===== src/hdl/tccs_pkg.sv =====
package tccs_pkg;

	localparam int REQ_W  = 3;
	localparam int CHAR_W = 8;
	localparam int ROW_FW = 5;
	localparam int COL_FW = 7;

	localparam logic [CHAR_W-1:0] BLANK_CHAR = 8'h20;

	typedef enum logic [REQ_W-1:0] {
		REQ_PUT   = 3'd0,
		REQ_UP    = 3'd1,
		REQ_DOWN  = 3'd2,
		REQ_RIGHT = 3'd3,
		REQ_LEFT  = 3'd4,
		REQ_HOME  = 3'd5,
		REQ_CLEAR = 3'd6,
		REQ_READ  = 3'd7
	} req_e_t;

	// controller -> datapath
	typedef struct packed {
		logic accept;
		logic sweep;
		logic exec;
		logic rd_out;
	} cmd_t;

	// datapath -> controller
	typedef struct packed {
		logic is_put;
		logic is_read;
		logic row_clean;
		logic sweep_last;
		logic out_free;
	} status_t;

endpackage


===== src/hdl/tccs_ctrl.sv =====
module tccs_ctrl
	import tccs_pkg::*;
(
	input  logic    clk,
	input  logic    arst_n,
	input  logic    in_valid,
	output logic    in_ready,
	input  status_t st,
	output cmd_t    cmd
);

	typedef enum logic [3:0] {
		S_IDLE  = 4'b0001,
		S_EXEC  = 4'b0010,
		S_SWEEP = 4'b0100,
		S_FIN   = 4'b1000
	} state_t;

	state_t state_q;
	state_t state_nxt;

	always_comb begin
		state_nxt = state_q;
		cmd       = '0;
		in_ready  = 1'b0;
		case (state_q)
			S_IDLE: begin
				in_ready = 1'b1;
				if (in_valid) begin
					cmd.accept = 1'b1;
					state_nxt  = S_EXEC;
				end
			end
			S_EXEC: begin
				// a put into a row not yet blanked clears that row first
				if (st.is_put && !st.row_clean) begin
					state_nxt = S_SWEEP;
				end else if (st.is_read) begin
					cmd.exec  = 1'b1;
					state_nxt = S_FIN;
				end else if (st.out_free) begin
					cmd.exec  = 1'b1;
					state_nxt = S_IDLE;
				end
			end
			S_SWEEP: begin
				cmd.sweep = 1'b1;
				if (st.sweep_last) begin
					state_nxt = S_EXEC;
				end
			end
			S_FIN: begin
				if (st.out_free) begin
					cmd.rd_out = 1'b1;
					state_nxt  = S_IDLE;
				end
			end
			default: state_nxt = S_IDLE;
		endcase
	end

	always_ff @(posedge clk or negedge arst_n) begin
		if (!arst_n) begin
			state_q <= S_IDLE;
		end else begin
			state_q <= state_nxt;
		end
	end

endmodule


===== config.mk =====
export PLATFORM = sky130hd
export DESIGN_NAME = tccs_ctrl
export DESIGN_NICKNAME = d
export VERILOG_FILES = /design/src/hdl/tccs_pkg.sv /design/src/hdl/tccs_ctrl.sv
export SDC_FILE = /design/constraint.sdc
export NUM_CORES = 1
export LEC_CHECK = 0
export BUFFER_PORTS_ARGS = -buffer_cell sky130_fd_sc_hd__clkbuf_2
export CORE_AREA = 2 2 39 41
export CTS_CLUSTER_SIZE = 12
export DETAILED_ROUTE_END_ITERATION = 6
export DIE_AREA = 0 0 41 43
export PLACE_DENSITY_LB_ADDON = 0.15
export SYNTH_ARGS = -nofsm -noshare
export SYNTH_HDL_FRONTEND = slang
export SYNTH_SLANG_ARGS = --single-unit

===== constraint.sdc =====
create_clock -name clk -period 2.4 [get_ports clk]
set_clock_uncertainty 0.2 [all_clocks]
set_input_delay 0.36 -clock clk [delete_from_list [all_inputs] [get_ports clk]]
set_output_delay 0.36 -clock clk [all_outputs]
set_load 0.05 [all_outputs]

==> key figures <==
Setup path
  • CP Class: reg2out
  • Flop2flop setup slack: around 670 ps
  • Crit path from: state_q[3]$_DFFE_PN0P_
  • CP Max Fanout: 9
  • CP endpoint kind: output port
  • CP required: between 1500 and 2000 ps
  • Reg2reg end: state_q[0]$_DFFE_PN1P_
  • CP startpoint kind: flip-flop
  • Critical Path AT: 1750 ps
  • Worst Reg-to-Reg Cells: 4
  • R2R Path Start: state_q[3]$_DFFE_PN0P_

Clock tree
  • Clock Latency Late Sink: 240 ps
  • Worst-path clk slew: roughly 40 ps
  • TritonCTS Buffers: 3
  • Clock sink total: 4
  • Maximum clock insertion buffer count: 2
  • H-tree Lvls: 1
  • CTS Root Buffer Type: clkbuf_4
  • CTS tree: built

Placed design
  • Post-place setup slack: 301 ps
  • PortBufs: 12
  • DP Wirelength: between 500 and 600 um
  • Routability cong.: 0.691

Logic synthesis
  • Area contributors post-synth: dfrtp_1 (23%), dfstp_2 (8.1%), nor3b_1 (7.0%)
  • Dominant synthesized flop cell: dfrtp_1
  • Post-synth EDFFs: 0
  • Yosys warning count: 0
  • Leading area contributor after synthesis: dfrtp_1
  • Syn nets: 45
  • Synth top area share: 0.233
  • Register area share after synthesis: 0.314
  • Synth Instances: 37
  • Commonest cells post-synth: nor2_1 (5), a21oi_1 (3), dfrtp_1 (3), inv_1 (3), nor3b_1 (3)
  • Most frequent cell after synthesis: nor2_1
  • Mean cell area of the mapped netlist: 8.72 um^2
  • Cell variety after synth: 23
  • Synth Register Bits: 4
  • Synth async-reset ratio: 1.00
  • Syn Std Cell Area: approximately 320 um^2

Cells and area
  • Max FFs per register: 4
  • Top Registers: state_q (4)
  • Synthesis-to-finish area growth: 39.9%
  • ANT cells: 0
  • Reg with most FFs: state_q
  • # nets final: 62
  • Share of layout cells above drive strength 1: 0.472

Timing
  • Fmax achieved: 434 MHz
  • Final setup viols: 0
  • Hold Slack: about 170 ps
  • Slack of the critical path: ~94 ps
  • Pins Over Slew Limit: 0
  • Unrepaired setup endpoints after global routing: false
  • Final hold vios: 0
  • Slew headroom: 0.789
  • Fin crit period: approximately 2300 ps
  • Actual slew at the worst max-slew pin: about 320 ps
  • Tcrit/Tclk final: 0.961

Floorplan
  • Core Footprint: around 0.0014 mm^2
  • Initial core utilization: 0.233
  • Die Footprint: 0.00176 mm^2
  • Die H: about 43 um
  • Std-Cell Rows: 14
  • DIE WIDTH: just over 40 um
  • # IOs: 13

Drt
  • Drt wl/cell: between 10 and 15 um
  • Drt first pass iters: 2
  • Final WL: between 700 and 800 um
  • DR DRC count: 0
  • Met1 wire length: approximately 320 um
  • DR WL met2: between 300 and 400 um
  • DR WL met3: slightly above 30 um
  • Drt initial violations: 4
  • DR top layer: met3
  • Via/cell ratio: 4.68
  • Antenna-violating nets left: 0
  • Vias: 323

Outcome
  • Status: complete, no violations

GRT
  • Largest net degree at the start of global routing: 11
  • Number of global-route vias before repair: a little under 300
  • All-Layer GR Usage: 0.103
  • Initial antenna violation count: 0
  • Global-route wire length before repair: 1.19 mm
  • GRT overflow: 0

Power and ir drop
  • LEAKAGE: 0.000201 uW
  • Power Total: approximately 500 uW
  • Max VDD drop: roughly 0.00037 V
  • PD cells: roughly 1100 mW/mm^2

Hold path
  • Hold Path Stages: 2
  • Hold Path Class: in2reg
  • Hold EP: state_q[1]$_DFFE_PN0P_
  • Worst Hold Launch: st[3]

Flow run
  • Max-Cap Viols: 0
==> placed cells by master, fill, tap and decap left out, types with 2 or more instances in the layout <==
cell type,count
clkbuf_2,10
nor2_1,5
clkbuf_4,4
inv_1,3
nor3b_1,3
nor4b_2,2
a21oi_1,2
nor3_1,2
dfrtp_1,2
==> worst max-delay path by stage <==
stage | end | slack (ps) | depth (start not counted)
after CTS | cmd[0] | 40 | 3
after floorplan | cmd[3] | -310 | 3
final | cmd[1] | 90 | 4
after global placement | cmd[0] | 310 | 3
after detailed placement | cmd[0] | 300 | 3
after global routing | cmd[0] | 10 | 3
==> report_power, final <==
part,internal (uW),total (uW),switching [uW],leakage [uW]
Sequential,96.8,142,45.6,0.0000491
Combinational,103,254,151,0.000137
Clock,62.5,91.8,29.3,0.0000150
Total,262,488,226,0.000201
==> layer usage <==
layer | vias up | track usage
li1 | 167 | -
met1 | 149 | 0.130
met2 | 7 | 0.138
met3 | 0 | 0.0157
met4 | 0 | 0.100
met5 | - | 0
==> final cells by class <==
class	instances	area (um^2)
flip-flops and latches	4	103
inverters	3	11.3
repair buffers	14	80.1
fillers	147	932
well taps	16	20.0
clock buffers	4	26.3
multi-input cells	28	211
==> repair_timing <==
item,4_1_cts,5_1_grt
resized for setup,0,4
buffers inserted,0,0
endpoints found under the setup margin,0,2
hold buffers,1,0
hold endpoints to repair,4,0
==> worst max-delay path: stages (launching register included) <==
cell      delay, ps
dfrtp_2         460
or4b_4          500
nand2b_4        180
a21oi_2         100
buf_2           270
==> kinds of logic (layout without fill, tap and decap cells) <==
kind of cell,count (synthesis),after routing,share of synthesized area
simple gates,19,19,0.419
buf+inv,5,21,0.0814
compound gates,9,9,0.186
flops,4,4,0.314
==> per-stage QoR <==
stage,setup TNS (ps),instance area (um^2),utilization,std cells
2_1_floorplan,-313,339,-,37
3_3_place_gp,0,412,0.297,64
3_5_place_dp,0,412,0.297,64
4_1_cts,0,448,0.324,69
5_1_grt,0,452,0.326,69
6_report,0,452,0.326,69
No activity file was read; power rests on OpenSTA's default activity.
